[config.mk]
export PLATFORM = sky130hd
export DESIGN_NAME = quadrature_encoder_event_unit_flat
export DESIGN_NICKNAME = d
export VERILOG_FILES = /design/src/rtl/qeeu_pkg.sv /design/src/rtl/qeeu_if.sv /design/src/rtl/qeeu_out_buffer.sv /design/src/rtl/quadrature_encoder_event_unit.sv /design/src/flat_wrapper.sv
export SDC_FILE = /design/constraint.sdc
export NUM_CORES = 1
export LEC_CHECK = 0
export BUFFER_PORTS_ARGS = -buffer_cell sky130_fd_sc_hd__buf_2
export CORE_ASPECT_RATIO = 1.75
export CORE_MARGIN = 2
export CORE_UTILIZATION = 61
export DETAILED_ROUTE_END_ITERATION = 8
export GPL_TIMING_DRIVEN = 1
export MAX_ROUTING_LAYER = met4
export PLACE_DENSITY_LB_ADDON = 0.1
export SETUP_SLACK_MARGIN = 0.05
export SYNTH_ARGS = -nofsm -noshare
export SYNTH_HDL_FRONTEND = slang
export SYNTH_HIERARCHICAL = 1
export SYNTH_SLANG_ARGS = --single-unit
export TNS_END_PERCENT = 5
[constraint.sdc]
create_clock -name clk -period 3.95 [get_ports clk]
set_input_delay 0.395 -clock clk [delete_from_list [all_inputs] [get_ports clk]]
set_output_delay 0.395 -clock clk [all_outputs]
set_load 0.03 [all_outputs]
[src/rtl/qeeu_pkg.sv]
`default_nettype none
// ----------------------------------------------------------------------------
// qeeu_pkg: shared types and constants of the quadrature encoder event unit
// Codes, widths, reset values and the Gray-code step decode.
// ----------------------------------------------------------------------------
package qeeu_pkg;

    // Elapsed-time counters
    localparam int ELAPSED_BITS = 10;
    localparam logic [ELAPSED_BITS-1:0] ELAPSED_MAX = {ELAPSED_BITS{1'b1}};

    // Register widths
    localparam int STEPS_W    = 3;
    localparam int GLITCH_W   = 8;
    localparam int DEBOUNCE_W = 10;
    localparam int CFG_IDX_W  = 2;
    localparam int CFG_DATA_W = 10;

    // Window compare width: wide enough for the counter and either window
    localparam int CMP_W = (ELAPSED_BITS > DEBOUNCE_W) ? ELAPSED_BITS : DEBOUNCE_W;

    // Accumulator width
    localparam int ACC_W = 4;

    // Input kinds
    localparam logic [1:0] KIND_TICK   = 2'd0;
    localparam logic [1:0] KIND_ENCODE = 2'd1;
    localparam logic [1:0] KIND_SWITCH = 2'd2;
    localparam logic [1:0] KIND_READ   = 2'd3;

    // Event codes
    localparam logic [1:0] EVT_EMPTY  = 2'd0;
    localparam logic [1:0] EVT_CW     = 2'd1;
    localparam logic [1:0] EVT_CCW    = 2'd2;
    localparam logic [1:0] EVT_BUTTON = 2'd3;

    // Register indexes
    localparam logic [CFG_IDX_W-1:0] CFG_ROTATION_ENABLE = 2'd0;
    localparam logic [CFG_IDX_W-1:0] CFG_STEPS_PER_DETENT = 2'd1;
    localparam logic [CFG_IDX_W-1:0] CFG_GLITCH_TICKS = 2'd2;
    localparam logic [CFG_IDX_W-1:0] CFG_DEBOUNCE_TICKS = 2'd3;

    // Register reset values
    localparam logic [STEPS_W-1:0]    STEPS_RESET    = 3'd2;
    localparam logic [GLITCH_W-1:0]   GLITCH_RESET   = 8'd1;
    localparam logic [DEBOUNCE_W-1:0] DEBOUNCE_RESET = 10'd30;

    // Step directions
    localparam logic [1:0] STEP_NONE = 2'd0;
    localparam logic [1:0] STEP_CW   = 2'd1;
    localparam logic [1:0] STEP_CCW  = 2'd2;

    typedef struct packed {
        logic [1:0] event_code;
        logic       event_pending;
    } result_t;

    // Decode a phase transition, {from, to}, each as {A, B}
    function automatic logic [1:0] step_decode(input logic [3:0] trans);
        logic [1:0] dir;
        unique case (trans)
            4'b0001, 4'b0111, 4'b1110, 4'b1000: dir = STEP_CW;
            4'b0010, 4'b1011, 4'b1101, 4'b0100: dir = STEP_CCW;
            default:                            dir = STEP_NONE;
        endcase
        return dir;
    endfunction

endpackage
`default_nettype wire

[src/rtl/qeeu_if.sv]
`default_nettype none
// ----------------------------------------------------------------------------
// qeeu_if: channel interfaces of the quadrature encoder event unit
// Input item channel, result channel and configuration write channel.
// ----------------------------------------------------------------------------
interface qeeu_in_if;
    logic       valid;
    logic       ready;
    logic [1:0] kind;
    logic       phase_a;
    logic       phase_b;
    logic       switch_level;

    modport source (output valid, kind, phase_a, phase_b, switch_level, input ready);
    modport sink   (input valid, kind, phase_a, phase_b, switch_level, output ready);
endinterface

interface qeeu_out_if;
    logic       valid;
    logic       ready;
    logic [1:0] event_code;
    logic       event_pending;

    modport source (output valid, event_code, event_pending, input ready);
    modport sink   (input valid, event_code, event_pending, output ready);
endinterface

interface qeeu_cfg_if;
    logic                               valid;
    logic                               ready;
    logic [qeeu_pkg::CFG_IDX_W-1:0]     index;
    logic [qeeu_pkg::CFG_DATA_W-1:0]    data;

    modport source (output valid, index, data, input ready);
    modport sink   (input valid, index, data, output ready);
endinterface
`default_nettype wire

[src/rtl/qeeu_out_buffer.sv]
`default_nettype none
// ----------------------------------------------------------------------------
// qeeu_out_buffer: two-entry result stage
// Output register plus skid register, so a stalled result does not
// block the beat that follows it.
// ----------------------------------------------------------------------------
module qeeu_out_buffer (
    input  wire logic              clk,
    input  wire logic              rst_n,
    input  wire logic              push,
    input  wire qeeu_pkg::result_t push_data,
    output logic                   push_ready,
    qeeu_out_if.source             result
);

    logic              main_valid_reg, main_valid_next;
    logic              skid_valid_reg, skid_valid_next;
    qeeu_pkg::result_t main_reg, main_next;
    qeeu_pkg::result_t skid_reg, skid_next;
    logic              pop;

    assign push_ready           = !skid_valid_reg;
    assign pop                  = main_valid_reg && result.ready;
    assign result.valid         = main_valid_reg;
    assign result.event_code    = main_reg.event_code;
    assign result.event_pending = main_reg.event_pending;

    always_comb
    begin
        main_valid_next = main_valid_reg;
        skid_valid_next = skid_valid_reg;
        main_next       = main_reg;
        skid_next       = skid_reg;
        if (skid_valid_reg)
        begin
            // drain the skid entry into the output register
            if (pop)
            begin
                main_next       = skid_reg;
                skid_valid_next = 1'b0;
            end
        end
        else if (push)
        begin
            if (!main_valid_reg || pop)
            begin
                main_next       = push_data;
                main_valid_next = 1'b1;
            end
            else
            begin
                skid_next       = push_data;
                skid_valid_next = 1'b1;
            end
        end
        else if (pop)
        begin
            main_valid_next = 1'b0;
        end
    end

    always_ff @(posedge clk or negedge rst_n)
    begin
        if (!rst_n)
        begin
            main_valid_reg <= 1'b0;
            skid_valid_reg <= 1'b0;
        end
        else
        begin
            main_valid_reg <= main_valid_next;
            skid_valid_reg <= skid_valid_next;
        end
    end

    always_ff @(posedge clk)
    begin
        main_reg <= main_next;
        skid_reg <= skid_next;
    end

endmodule
`default_nettype wire

[src/rtl/quadrature_encoder_event_unit.sv]
`default_nettype none
// ----------------------------------------------------------------------------
// quadrature_encoder_event_unit: rotary encoder and button event front end
// Ages glitch and debounce timers on ticks, decodes Gray-code encoder
// steps into detent events, debounces button presses, and holds one
// last event that a read beat returns and clears.
// ----------------------------------------------------------------------------
//
//  channel | dir | handshake     | payload
//  --------+-----+---------------+------------------------------------------
//  item    | in  | valid / ready | kind, phase_a, phase_b, switch_level
//  result  | out | valid / ready | event_code, event_pending
//  cfg     | in  | valid / ready | index, data (always ready)
//
//  One item per cycle while item.ready is high. All state updates for a beat
//  happen at the edge that accepts it, which also registers its result.
//  A result stall while the output register is full parks the next beat in
//  the skid register and drops item.ready until the stalled result leaves.
//  Reset clears the working state, saturates both timers and loads the register defaults; no clearing pass.
//
module quadrature_encoder_event_unit (
    input  wire logic   clk,
    input  wire logic   rst_n,
    qeeu_in_if.sink     item,
    qeeu_out_if.source  result,
    qeeu_cfg_if.sink    cfg
);

    // Configuration registers
    logic                                rot_enable_reg;
    logic [qeeu_pkg::STEPS_W-1:0]        steps_reg;
    logic [qeeu_pkg::GLITCH_W-1:0]       glitch_reg;
    logic [qeeu_pkg::DEBOUNCE_W-1:0]     debounce_reg;

    // Working state
    logic [1:0]                          phases_reg, phases_next;
    logic signed [qeeu_pkg::ACC_W-1:0]   acc_reg, acc_next;
    logic [qeeu_pkg::ELAPSED_BITS-1:0]   enc_elapsed_reg, enc_elapsed_next;
    logic [qeeu_pkg::ELAPSED_BITS-1:0]   sw_elapsed_reg, sw_elapsed_next;
    logic                                latched_reg, latched_next;
    logic [1:0]                          stored_reg, stored_next;

    logic                                accept;
    logic                                push_ready;
    logic                                enc_open;
    logic                                sw_open;
    logic [1:0]                          phases_in;
    logic [1:0]                          step_dir;
    logic signed [qeeu_pkg::ACC_W:0]     acc_sum;
    logic signed [qeeu_pkg::ACC_W:0]     detent_pos;
    logic signed [qeeu_pkg::ACC_W:0]     detent_neg;
    qeeu_pkg::result_t                   res;

    assign item.ready = push_ready;
    assign cfg.ready  = 1'b1;
    assign accept     = item.valid && push_ready;

    // Window checks: a saturated counter always counts as open
    assign enc_open = (enc_elapsed_reg == qeeu_pkg::ELAPSED_MAX)
                   || (qeeu_pkg::CMP_W'(enc_elapsed_reg) >= qeeu_pkg::CMP_W'(glitch_reg));
    assign sw_open  = (sw_elapsed_reg == qeeu_pkg::ELAPSED_MAX)
                   || (qeeu_pkg::CMP_W'(sw_elapsed_reg) >= qeeu_pkg::CMP_W'(debounce_reg));

    // Step decode and accumulator update
    assign phases_in  = {item.phase_a, item.phase_b};
    assign step_dir   = qeeu_pkg::step_decode({phases_reg, phases_in});
    assign acc_sum    = {acc_reg[qeeu_pkg::ACC_W-1], acc_reg}
                      + ((step_dir == qeeu_pkg::STEP_CW) ? 5'sd1 : -5'sd1);
    assign detent_pos = signed'({2'b00, steps_reg});
    assign detent_neg = -detent_pos;

    always_comb
    begin
        phases_next      = phases_reg;
        acc_next         = acc_reg;
        enc_elapsed_next = enc_elapsed_reg;
        sw_elapsed_next  = sw_elapsed_reg;
        latched_next     = latched_reg;
        stored_next      = stored_reg;
        res.event_code   = qeeu_pkg::EVT_EMPTY;

        unique case (item.kind)
            qeeu_pkg::KIND_TICK:
            begin
                // age both timers, holding at the top
                if (enc_elapsed_reg != qeeu_pkg::ELAPSED_MAX)
                begin
                    enc_elapsed_next = enc_elapsed_reg + qeeu_pkg::ELAPSED_BITS'(1);
                end
                if (sw_elapsed_reg != qeeu_pkg::ELAPSED_MAX)
                begin
                    sw_elapsed_next = sw_elapsed_reg + qeeu_pkg::ELAPSED_BITS'(1);
                end
            end
            qeeu_pkg::KIND_ENCODE:
            begin
                // drop edges while disabled or inside the glitch window
                if (rot_enable_reg && enc_open)
                begin
                    enc_elapsed_next = '0;
                    phases_next      = phases_in;
                    if (step_dir != qeeu_pkg::STEP_NONE)
                    begin
                        priority if (acc_sum >= detent_pos)
                        begin
                            acc_next    = '0;
                            stored_next = qeeu_pkg::EVT_CW;
                        end
                        else if (acc_sum <= detent_neg)
                        begin
                            acc_next    = '0;
                            stored_next = qeeu_pkg::EVT_CCW;
                        end
                        else
                        begin
                            acc_next = acc_sum[qeeu_pkg::ACC_W-1:0];
                        end
                    end
                end
            end
            qeeu_pkg::KIND_SWITCH:
            begin
                // release of a latched button clears at once, no debounce
                priority if (item.switch_level && latched_reg)
                begin
                    latched_next = 1'b0;
                end
                else if (sw_open)
                begin
                    sw_elapsed_next = '0;
                    if (!item.switch_level && !latched_reg)
                    begin
                        latched_next = 1'b1;
                        stored_next  = qeeu_pkg::EVT_BUTTON;
                    end
                end
                else
                begin
                    latched_next = latched_reg;
                end
            end
            qeeu_pkg::KIND_READ:
            begin
                // hand out the stored event and clear it
                res.event_code = stored_reg;
                stored_next    = qeeu_pkg::EVT_EMPTY;
            end
            default:
            begin
                res.event_code = qeeu_pkg::EVT_EMPTY;
            end
        endcase

        res.event_pending = (stored_next != qeeu_pkg::EVT_EMPTY);
    end

    // Configuration writes
    always_ff @(posedge clk or negedge rst_n)
    begin
        if (!rst_n)
        begin
            rot_enable_reg <= 1'b0;
            steps_reg      <= qeeu_pkg::STEPS_RESET;
            glitch_reg     <= qeeu_pkg::GLITCH_RESET;
            debounce_reg   <= qeeu_pkg::DEBOUNCE_RESET;
        end
        else if (cfg.valid)
        begin
            unique case (cfg.index)
                qeeu_pkg::CFG_ROTATION_ENABLE:  rot_enable_reg <= cfg.data[0];
                qeeu_pkg::CFG_STEPS_PER_DETENT: steps_reg <= cfg.data[qeeu_pkg::STEPS_W-1:0];
                qeeu_pkg::CFG_GLITCH_TICKS:     glitch_reg <= cfg.data[qeeu_pkg::GLITCH_W-1:0];
                qeeu_pkg::CFG_DEBOUNCE_TICKS:
                    debounce_reg <= cfg.data[qeeu_pkg::DEBOUNCE_W-1:0];
                default:                        rot_enable_reg <= rot_enable_reg;
            endcase
        end
    end

    // Advance state on each accepted beat
    always_ff @(posedge clk or negedge rst_n)
    begin
        if (!rst_n)
        begin
            phases_reg      <= '0;
            acc_reg         <= '0;
            enc_elapsed_reg <= qeeu_pkg::ELAPSED_MAX;
            sw_elapsed_reg  <= qeeu_pkg::ELAPSED_MAX;
            latched_reg     <= 1'b0;
            stored_reg      <= qeeu_pkg::EVT_EMPTY;
        end
        else if (accept)
        begin
            phases_reg      <= phases_next;
            acc_reg         <= acc_next;
            enc_elapsed_reg <= enc_elapsed_next;
            sw_elapsed_reg  <= sw_elapsed_next;
            latched_reg     <= latched_next;
            stored_reg      <= stored_next;
        end
    end

    qeeu_out_buffer u_out_buffer (
        .clk        (clk),
        .rst_n      (rst_n),
        .push       (accept),
        .push_data  (res),
        .push_ready (push_ready),
        .result     (result)
    );

endmodule
`default_nettype wire

[src/flat_wrapper.sv]
// flat-port wrapper written by rule: the top's interface ports become plain ports
module quadrature_encoder_event_unit_flat 
  (clk, rst_n, item_valid, item_kind, item_phase_a, item_phase_b, item_switch_level, item_ready, result_valid, result_event_code, result_event_pending, result_ready, cfg_valid, cfg_index, cfg_data, cfg_ready);
  qeeu_in_if item_i ();
  qeeu_out_if result_i ();
  qeeu_cfg_if cfg_i ();
  input  wire logic clk;
  input  wire logic rst_n;
  input wire logic [$bits(item_i.valid)-1:0] item_valid;
  input wire logic [$bits(item_i.kind)-1:0] item_kind;
  input wire logic [$bits(item_i.phase_a)-1:0] item_phase_a;
  input wire logic [$bits(item_i.phase_b)-1:0] item_phase_b;
  input wire logic [$bits(item_i.switch_level)-1:0] item_switch_level;
  output wire logic [$bits(item_i.ready)-1:0] item_ready;
  output wire logic [$bits(result_i.valid)-1:0] result_valid;
  output wire logic [$bits(result_i.event_code)-1:0] result_event_code;
  output wire logic [$bits(result_i.event_pending)-1:0] result_event_pending;
  input wire logic [$bits(result_i.ready)-1:0] result_ready;
  input wire logic [$bits(cfg_i.valid)-1:0] cfg_valid;
  input wire logic [$bits(cfg_i.index)-1:0] cfg_index;
  input wire logic [$bits(cfg_i.data)-1:0] cfg_data;
  output wire logic [$bits(cfg_i.ready)-1:0] cfg_ready;
  assign item_i.valid = item_valid;
  assign item_i.kind = item_kind;
  assign item_i.phase_a = item_phase_a;
  assign item_i.phase_b = item_phase_b;
  assign item_i.switch_level = item_switch_level;
  assign item_ready = item_i.ready;
  assign result_valid = result_i.valid;
  assign result_event_code = result_i.event_code;
  assign result_event_pending = result_i.event_pending;
  assign result_i.ready = result_ready;
  assign cfg_i.valid = cfg_valid;
  assign cfg_i.index = cfg_index;
  assign cfg_i.data = cfg_data;
  assign cfg_ready = cfg_i.ready;
  quadrature_encoder_event_unit u_core (.clk(clk), .rst_n(rst_n), .item(item_i), .result(result_i), .cfg(cfg_i));
endmodule
==> results of run 1 <==
how the worst max path moves through the flow:
stage,start,end,slack [ps]
after detailed placement,item_phase_a,u_core/u_out_buffer/result.event_pending,180
after floorplan,item_phase_a,u_core/u_out_buffer/result.event_pending,560
final,u_core/phases_reg[0],u_core/u_out_buffer/result.event_pending,390
after global routing,u_core/phases_reg[0],u_core/u_out_buffer/result.event_pending,70
after CTS,u_core/phases_reg[0],u_core/u_out_buffer/result.event_pending,320
after global placement,item_phase_a,u_core/u_out_buffer/result.event_pending,250
layout make-up:
| type | instances | area, µm² | area share |
|---|---|---|---|
| clock inverter | 6 | 104 | 0.0249 |
| clock buffer | 10 | 128 | 0.0306 |
| timing repair buffer | 28 | 145 | 0.0348 |
| tap | 78 | 97.6 | 0.0234 |
| multi-input combinational | 253 | 2020 | 0.485 |
| inverter | 36 | 135 | 0.0324 |
| sequential | 59 | 1540 | 0.369 |
worst reg2reg max path, stage by stage, from the launching register on:
cell and delay [ps]:
dfrtp_1 410, xnor2_2 210, nand2_2 140, fa_1 430
xor2_1 180, ha_1 340, a21oi_1 120, o21ai_0 120
o211ai_1 120, o211ai_1 150, a311oi_2 300, nand4_1 180
a21oi_1 200, o221ai_1 140, mux2_4 290
cell families after synthesis:
group,synth area share
buf+inv,0.0491
compound gates,0.114
mux,0.0992
flops,0.413
xor+xnor,0.0555
fa+ha+maj,0.116
simple gates,0.152
other cells,0.00101
power breakdown:
| group | switching (mW) | internal [mW] |
|---|---|---|
| clock network | 0.231 | 0.415 |
| registers | 0.107 | 0.763 |
| logic | 0.364 | 0.298 |
| total | 0.702 | 1.48 |
per-stage QoR:
| stage | cell area (µm²) | power (mW) |
|---|---|---|
| 6_report | 4170 | 2.18 |
| 5_1_grt | 4170 | 2.33 |
| 4_1_cts | 4150 | 2.19 |
| 3_5_place_dp | 3920 | 1.53 |
| 3_3_place_gp | 3920 | 1.51 |
| 2_1_floorplan | 3720 | 1.37 |
timing repair:
item | in CTS | in global routing
endpoints found under the hold margin | 0 | 0
endpoints found under the setup margin | 0 | 1
gates resized for setup | 0 | 4
layout by cell type (no fill, tap or decap), drive strengths merged, types with 3 or more instances in the layout:
| master | synthesis | routed |
|---|---|---|
| inv | 36 | 36 |
| ha | 33 | 33 |
| mux2 | 30 | 30 |
| buf | 5 | 28 |
| dfrtp | 27 | 27 |
| nor2 | 26 | 26 |
| dfstp | 26 | 26 |
| nand2 | 23 | 23 |
| a21oi | 14 | 14 |
| o21ai | 13 | 13 |
| xor2 | 11 | 11 |
| and3 | 10 | 10 |
| clkbuf | 2 | 10 |
| xnor2 | 10 | 10 |
| nor3 | 10 | 10 |
| nand4 | 9 | 9 |
| nand3 | 6 | 6 |
| a21o | 6 | 6 |
| edfxtp | 6 | 6 |
| o211ai | 5 | 5 |
| nor2b | 4 | 4 |
| nand2b | 4 | 4 |
| bufinv | 0 | 3 |
| o31ai | 3 | 3 |
| o221ai | 3 | 3 |
| nand3b | 3 | 3 |
| clkinv | 0 | 3 |
| a211oi | 3 | 3 |
| a31oi | 3 | 3 |
| and4 | 3 | 3 |
layer usage:
metal / up-vias / global-route usage
met5: - / -
met4: 0 / 0.105
met3: 13 / 0.0513
met2: 37 / 0.445
met1: 1280 / 0.264
li1: 1323 / -
==> flow_metrics.env, run 1 <==
export IMPL_ys_seq_area_frac=0.413
export IMPL_async_reset_ff_frac=0.898
export IMPL_startpoint_type="flop"
export IMPL_detail_route_drc_violations=0
export IMPL_finClkSkew_ps=10.7
export IMPL_synth_top_area_share=0.184
export IMPL_r2r_end="u_core/u_out_buffer/result.event_pending"
export IMPL_gp_congestion=0.843
export IMPL_nNetsFinal=443
export IMPL_yosys_area_top_type="dfstp_2"
export IMPL_grtUsageTotal=0.249
export IMPL_setup_slack_ps=388
export IMPL_synth_seq_cells=59
export IMPL_wl_met3_um=186
export IMPL_cts_root_buf="clkbuf_8"
export IMPL_yosysMostFrequentCell="inv_1"
export IMPL_io_buffers=26
export IMPL_synth_edf_count=6
export IMPL_ant_nets=0
export IMPL_diodes=0
export IMPL_max_freq_ghz=0.281
export IMPL_rows=37
export IMPL_whs_ps=118
export IMPL_worstPathCellList="xnor2_2, nand2_2, fa_1, xor2_1, ha_1, a21oi_1, o21ai_0, o211ai_1, o211ai_1, a311oi_2, nand4_1, a21oi_1, o221ai_1, mux2_4"
export IMPL_cp_top_family="compound AO/OA/AOI/OAI gates"
export IMPL_met1Wirelength_mm=2.88
export IMPL_clk_latency_ps=350
export IMPL_powerDensity_nw_per_um2=522
export IMPL_grt_overflow=0
export IMPL_core_area_um2=5880
export IMPL_grt_max_degree=36
export IMPL_fill_cells=479
export IMPL_drive_gt1_frac=0.293
export IMPL_postCtsHoldBufs=0
export IMPL_fin_crit_sh=0.902
export IMPL_setup_viol=0
export IMPL_die_area_um2=6770
export IMPL_rsz0062_at_grt="no"
export IMPL_ys_top_cells_by_count="inv_1 (36), ha_1 (33), dfrtp_1 (27), mux2_2 (27)"
export IMPL_grt_pass1_vias=2776
export IMPL_post_cts_buffers=0
export IMPL_fp_dieH_um=107
export IMPL_initial_core_util=0.633
export IMPL_ios=28
export IMPL_slew_viol_final=0
export IMPL_cts_num_sinks=59
export IMPL_place_ws_ps=176
export IMPL_cp_data_required_time_ps=4050
export IMPL_reg2reg_slack_ps=390
export IMPL_hold_class="in -> async"
export IMPL_synthFlopType="dfrtp_1"
export IMPL_yosysWarnings=6
export IMPL_final_util=0.709
export IMPL_synthesis_nets=411
export IMPL_synth_area_leaders="dfstp_2 (18%), dfrtp_1 (18%), ha_1 (11%)"
export IMPL_rr_startpoint="u_core/phases_reg[0]"
export IMPL_cellLeakagePower_nw=1.95
export IMPL_drt_vias_per_instance=5.64
export IMPL_worst_setup_path_type="reg -> reg"
export IMPL_num_vias=2653
export IMPL_path_depth=14
export IMPL_dp_hpwl_mm=5.54
export IMPL_worstSetupEndpointType="flop"
export IMPL_dr_pass1_iters=4
export IMPL_synth_cells=355
export IMPL_cp_slowest_cell="fa_1"
export IMPL_cts_buffers=9
export IMPL_wl_met2_mm=3.99
export IMPL_layout_cells_non_filler=470
export IMPL_grt_pass1_wl_mm=12.6
export IMPL_cp_arrival_ps=3660
export IMPL_first_iter_violations=143
export IMPL_finalHoldViolations=0
export IMPL_path_max_fanout=5
export IMPL_setup_tns_ps=0
export IMPL_highest_layer="met4"
export IMPL_cts_tree="done"
export IMPL_wl_mm=7.21
export IMPL_dp_cells=454
export IMPL_syn_area_um2=3720
export IMPL_fin_crit_ps=3560
export IMPL_maxCapViolCount=0
export IMPL_clockBufferDepth=2
export IMPL_ff2ff_path_depth=14
export IMPL_critPathMaxStageDelay_ps=430
export IMPL_slew_headroom=0.385
export IMPL_ys_types=57
export IMPL_outcome="finished clean"
export IMPL_wire_per_inst_um=15.3
export IMPL_avgSynthCellArea_um2=10.5
export IMPL_tightest_slew_ps=922
export IMPL_antenna_found_initial=0
export IMPL_worst_path_buf_inv=0
export IMPL_path_clk_slew_ps=70
export IMPL_ir_drop_mv=0.387
export IMPL_die_width_um=63.1
export IMPL_h_tree_depth=3
export IMPL_area_growth_pct=12.0
Power figures use the tool's default switching activity.
==> inputs of run 2 (changes only) <==
--- a/config.mk
+++ b/config.mk
@@ -10,7 +10,7 @@
 export CORE_MARGIN = 2
 export CORE_UTILIZATION = 61
 export DETAILED_ROUTE_END_ITERATION = 8
-export GPL_TIMING_DRIVEN = 1
+export GPL_TIMING_DRIVEN = 0
 export MAX_ROUTING_LAYER = met4
 export PLACE_DENSITY_LB_ADDON = 0.1
 export SETUP_SLACK_MARGIN = 0.05
==> constraint.sdc (replaced) <==
create_clock -name clk -period 3.95 [get_ports clk]
set_input_delay 0.1975 -clock clk [delete_from_list [all_inputs] [get_ports clk]]
set_output_delay 0.1975 -clock clk [all_outputs]
set_load 0.03 [all_outputs]
==> run 2 against run 1 <==
Against the previous run: clock-buffer cell count up 4; worst setup slack worse by 150 ps; design area unchanged; clock skew down 3.4 ps; largest cell class unchanged; highest routed layer unchanged.
==> flow_metrics.env, run 2 (synthesized netlist as in run 1, its figures left out) <==
export IMPL_rows=37
export IMPL_num_vias=2755
export IMPL_die_width_um=63.1
export IMPL_max_freq_ghz=0.269
export IMPL_power_mw=2.05
export IMPL_grt_max_degree=54
export IMPL_final_util=0.709
export IMPL_dp_cells=459
export IMPL_worstSetupEndpointType="flop"
export IMPL_postCtsHoldBufs=0
export IMPL_worstHoldStart="cfg_data[8]"
export IMPL_grt_pass1_wl_mm=12.7
export IMPL_drt_vias_per_instance=5.78
export IMPL_die_area_um2=6770
export IMPL_critPathMaxStageDelay_ps=460
export IMPL_dr_pass1_iters=5
export IMPL_path_max_fanout=5
export IMPL_worst_setup_path_type="reg -> reg"
export IMPL_outcome="finished clean"
export IMPL_cp_arrival_ps=3800
export IMPL_ir_drop_mv=0.368
export IMPL_r2r_end="u_core/u_out_buffer/result.event_pending"
export IMPL_area_growth_pct=12.0
export IMPL_whs_ps=92.5
export IMPL_finClkSkew_ps=7.24
export IMPL_first_iter_violations=116
export IMPL_finalHoldViolations=0
export IMPL_cts_num_sinks=59
export IMPL_powerDensity_nw_per_um2=491
export IMPL_clockBufferDepth=2
export IMPL_grt_overflow=0
export IMPL_diodes=0
export IMPL_dpl_cell_area_um2=3950
export IMPL_hold_class="in -> reg"
export IMPL_clk_latency_ps=340
export IMPL_wl_mm=7.50
export IMPL_cellLeakagePower_nw=1.95
export IMPL_gp_congestion=0.856
export IMPL_tightest_slew_ps=1180
export IMPL_setup_viol=0
export IMPL_fp_dieH_um=107
export IMPL_cp_data_required_time_ps=4040
export IMPL_fill_cells=478
export IMPL_reg2reg_slack_ps=240
export IMPL_slew_headroom=0.215
export IMPL_rsz0062_at_grt="no"
export IMPL_whs_path_depth=2
export IMPL_drive_gt1_frac=0.303
export IMPL_nNetsFinal=450
export IMPL_final_area_um2=4170
export IMPL_worstPathCellList="xnor2_2, nand2_2, fa_1, xor2_2, ha_1, a21oi_1, o21ai_0, o211ai_1, o211ai_1, a311oi_2, nand4_1, a21oi_2, o221ai_1, mux2_4"
export IMPL_setup_slack_ps=238
export IMPL_setup_tns_ps=0
export IMPL_rr_startpoint="u_core/phases_reg[0]"
export IMPL_wire_per_inst_um=15.7
export IMPL_ant_nets=0
export IMPL_dp_hpwl_mm=5.68
export IMPL_core_area_um2=5880
export IMPL_layout_cells_non_filler=477
export IMPL_ff2ff_path_depth=14
export IMPL_detail_route_drc_violations=0
export IMPL_cp_common_cell="o211ai_1"
export IMPL_path_clk_slew_ps=70
export IMPL_slew_viol_final=0
export IMPL_antenna_found_initial=0
export IMPL_grtUsageTotal=0.252
export IMPL_fin_crit_sh=0.940
export IMPL_maxCapViolCount=0
export IMPL_fin_crit_ps=3710
export IMPL_h_tree_depth=3
export IMPL_ios=28
export IMPL_cts_root_buf="clkbuf_8"
export IMPL_cts_tree="done"
export IMPL_place_ws_ps=134
export IMPL_cts_buffers=9
export IMPL_io_buffers=26
export IMPL_holdPathEnd="u_core/debounce_reg[8]"
export IMPL_layout_cells_most_common="inv_1"
export IMPL_layout_common_cells="inv_1 (36), ha_1 (32), buf_2 (28)"
export IMPL_grt_pass1_vias=2753
export IMPL_cp_slowest_cell="fa_1"
export IMPL_initial_core_util=0.633
export IMPL_startpoint_type="flop"
## run 2: cell type report
| cell class | count | area [µm²] | share of cell area |
|---|---|---|---|
| inverter | 36 | 135 | 0.0324 |
| tap | 78 | 97.6 | 0.0234 |
| timing repair buffer | 28 | 145 | 0.0348 |
| sequential | 59 | 1540 | 0.369 |
| multi-input combinational | 253 | 2030 | 0.487 |
| clock inverter | 2 | 10.0 | 0.00240 |
| clock buffer | 14 | 163 | 0.0390 |
| buffer | 7 | 47.5 | 0.0114 |
## run 2: where the power goes
part	total [mW]	internal, mW	leakage, nW	switching [mW]
clock	0.482	0.260	0.0905	0.222
combinational	0.706	0.317	1.20	0.389
sequential	0.857	0.763	0.661	0.0941
total	2.05	1.34	1.95	0.705
## run 2: worst max-delay path by stage
stage | from | to | slack [ps] | depth (start not counted)
after floorplan | u_core/phases_reg[0] | u_core/u_out_buffer/result.event_pending | 590 | 14
after global placement | u_core/phases_reg[0] | u_core/u_out_buffer/result.event_pending | 100 | 14
after detailed placement | u_core/phases_reg[0] | u_core/u_out_buffer/result.event_pending | 130 | 14
after CTS | u_core/phases_reg[0] | u_core/u_out_buffer/result.event_pending | 100 | 14
after global routing | u_core/phases_reg[0] | u_core/u_out_buffer/result.event_pending | 20 | 14
final | u_core/phases_reg[0] | u_core/u_out_buffer/result.event_pending | 240 | 14
## run 2: repair_timing
item,in CTS,in global routing
resized for setup,0,6
buffers inserted,0,2
endpoints found under the setup margin,0,2
## run 2: critical path: cells and delay by family, from the launching register on
| family | cells | cell delay (ps) |
|---|---|---|
| AOI/OAI and AO/OA | 7 | 1190 |
| adders and majority gates | 2 | 790 |
| xor gates and xnor gates | 2 | 420 |
| DFF | 1 | 420 |
| and+or+nand+nor | 2 | 350 |
| muxes | 1 | 300 |
## run 2: routing by layer
layer / part of all wire / track usage / vias up
met1: 0.39 / 0.260 / 1358
met2: 0.55 / 0.450 / 46
li1: - / - / 1333
met4: 0.036 / 0.149 / 0
met5: 0 / - / -
met3: 0.027 / 0.0356 / 18
==> inputs of run 3 (changes only) <==
--- a/config.mk
+++ b/config.mk
@@ -10,7 +10,6 @@
 export CORE_MARGIN = 2
 export CORE_UTILIZATION = 61
 export DETAILED_ROUTE_END_ITERATION = 8
-export GPL_TIMING_DRIVEN = 0
 export MAX_ROUTING_LAYER = met4
 export PLACE_DENSITY_LB_ADDON = 0.1
 export SETUP_SLACK_MARGIN = 0.05
==> run 3 against run 2 <==
Against the previous run: critical path depth is the same; first-iteration DRC count shrank 19%; routed wire length shrank 0.49%; design area shrank 0.81%; clock-buffer cell count is the same; die area is the same; hold slack lost 7.1 ps; core utilization shrank 0.57 points; critical endpoint unchanged; highest routed layer unchanged.
==> flow_metrics.env, run 3 (synthesized netlist as in run 1, its figures left out) <==
export IMPL_whs_ps=85.4
export IMPL_startpoint_type="flop"
export IMPL_die_area_um2=6770
export IMPL_dp_cells=454
export IMPL_post_cts_buffers=0
export IMPL_finalHoldViolations=0
export IMPL_maxCapViolCount=0
export IMPL_dr_pass1_iters=4
export IMPL_power_mw=2.05
export IMPL_worstPathCellList="xnor2_2, nand2_2, fa_1, xor2_2, ha_1, a21oi_1, o21ai_0, o211ai_1, o211ai_1, a311oi_2, nand4_1, a21oi_1, o221ai_1, mux2_4"
export IMPL_r2r_end="u_core/u_out_buffer/result.event_pending"
export IMPL_first_iter_violations=94
export IMPL_worstSetupEndpointType="flop"
export IMPL_dpl_cell_area_um2=3920
export IMPL_drt_vias_per_instance=5.68
export IMPL_fin_crit_sh=0.901
export IMPL_worstHoldStart="result_ready"
export IMPL_diodes=0
export IMPL_layout_cells_non_filler=471
export IMPL_final_area_um2=4140
export IMPL_grt_pass1_vias=2881
export IMPL_outcome="finished clean"
export IMPL_antenna_found_initial=0
export IMPL_finClkSkew_ps=11.6
export IMPL_cts_tree="done"
export IMPL_layout_cells_most_common="inv_1"
export IMPL_final_util=0.703
export IMPL_clockBufferDepth=2
export IMPL_cellLeakagePower_nw=1.93
export IMPL_area_growth_pct=11.1
export IMPL_fp_dieH_um=107
export IMPL_grt_pass1_wl_mm=12.9
export IMPL_cp_data_required_time_ps=4050
export IMPL_setup_viol=0
export IMPL_wl_mm=7.46
export IMPL_rr_startpoint="u_core/phases_reg[0]"
export IMPL_reg2reg_slack_ps=390
export IMPL_cts_num_sinks=59
export IMPL_cp_slowest_cell="fa_1"
export IMPL_fill_cells=461
export IMPL_drive_gt1_frac=0.293
export IMPL_cts_buffers=9
export IMPL_die_width_um=63.1
export IMPL_hold_class="in -> reg"
export IMPL_ff2ff_path_depth=14
export IMPL_io_buffers=26
export IMPL_dp_hpwl_mm=5.69
export IMPL_wire_per_inst_um=15.8
export IMPL_core_area_um2=5880
export IMPL_rsz0062_at_grt="no"
export IMPL_grt_max_degree=36
export IMPL_setup_tns_ps=0
export IMPL_grt_overflow=0
export IMPL_whs_path_depth=2
export IMPL_holdPathEnd="u_core/u_out_buffer/skid_valid_reg"
export IMPL_detail_route_drc_violations=0
export IMPL_cp_top_family="compound AO/OA/AOI/OAI gates"
export IMPL_crit_start="u_core/phases_reg[0]"
export IMPL_path_clk_slew_ps=70
export IMPL_max_freq_ghz=0.281
export IMPL_num_vias=2676
export IMPL_nNetsFinal=444
export IMPL_ios=28
export IMPL_critPathMaxStageDelay_ps=450
export IMPL_ant_nets=0
export IMPL_h_tree_depth=3
export IMPL_initial_core_util=0.633
export IMPL_gp_congestion=0.807
export IMPL_slew_viol_final=0
export IMPL_clk_latency_ps=350
export IMPL_grtUsageTotal=0.258
export IMPL_slew_headroom=0.387
export IMPL_worst_setup_path_type="reg -> reg"
export IMPL_tightest_slew_ps=920
export IMPL_setup_slack_ps=390
export IMPL_path_max_fanout=5
export IMPL_cts_root_buf="clkbuf_8"
export IMPL_layout_common_cells="inv_1 (36), ha_1 (33), mux2_2 (27), dfrtp_1 (27)"
export IMPL_worst_path_buf_inv=0
export IMPL_cp_arrival_ps=3660
export IMPL_ir_drop_mv=0.357
export IMPL_rows=37
export IMPL_place_ws_ps=283
export IMPL_fin_crit_ps=3560
export IMPL_powerDensity_nw_per_um2=495
run 3: routing by layer:
metal / vias up / track usage / part of all wire
li1: 1319 / - / -
met1: 1295 / 0.271 / 0.39
met2: 42 / 0.445 / 0.54
met3: 20 / 0.0554 / 0.030
met4: 0 / 0.144 / 0.038
met5: - / - / 0
run 3: where the power goes:
group	switching, mW	internal [mW]	total (mW)
logic	0.373	0.301	0.674
registers	0.104	0.763	0.866
clock network	0.229	0.277	0.507
total	0.706	1.34	2.05
run 3: final cells by class:
type | instances | area, µm² | area share
Timing Repair Buffer | 29 | 155 | 0.0375
Multi-Input combinational cell | 253 | 2030 | 0.490
Tap cell | 78 | 97.6 | 0.0236
Clock buffer | 14 | 173 | 0.0418
Inverter | 36 | 135 | 0.0327
Clock inverter | 2 | 10.0 | 0.00242
Sequential cell | 59 | 1540 | 0.372
run 3: worst max-delay path by stage:
stage                                                     endpoint  slack [ps]  cells after the start
after floorplan           u_core/u_out_buffer/result.event_pending         590                     14
after global placement    u_core/u_out_buffer/result.event_pending         400                     14
after detailed placement  u_core/u_out_buffer/result.event_pending         280                     14
after CTS                 u_core/u_out_buffer/result.event_pending         270                     14
after global routing      u_core/u_out_buffer/result.event_pending         100                     14
final                     u_core/u_out_buffer/result.event_pending         390                     14
run 3: repair_timing:
item                       4_1_cts  5_1_grt
hold endpoints to repair         9        0
resized for setup                0        4
setup endpoints to repair        0        1
hold buffers                     1        0
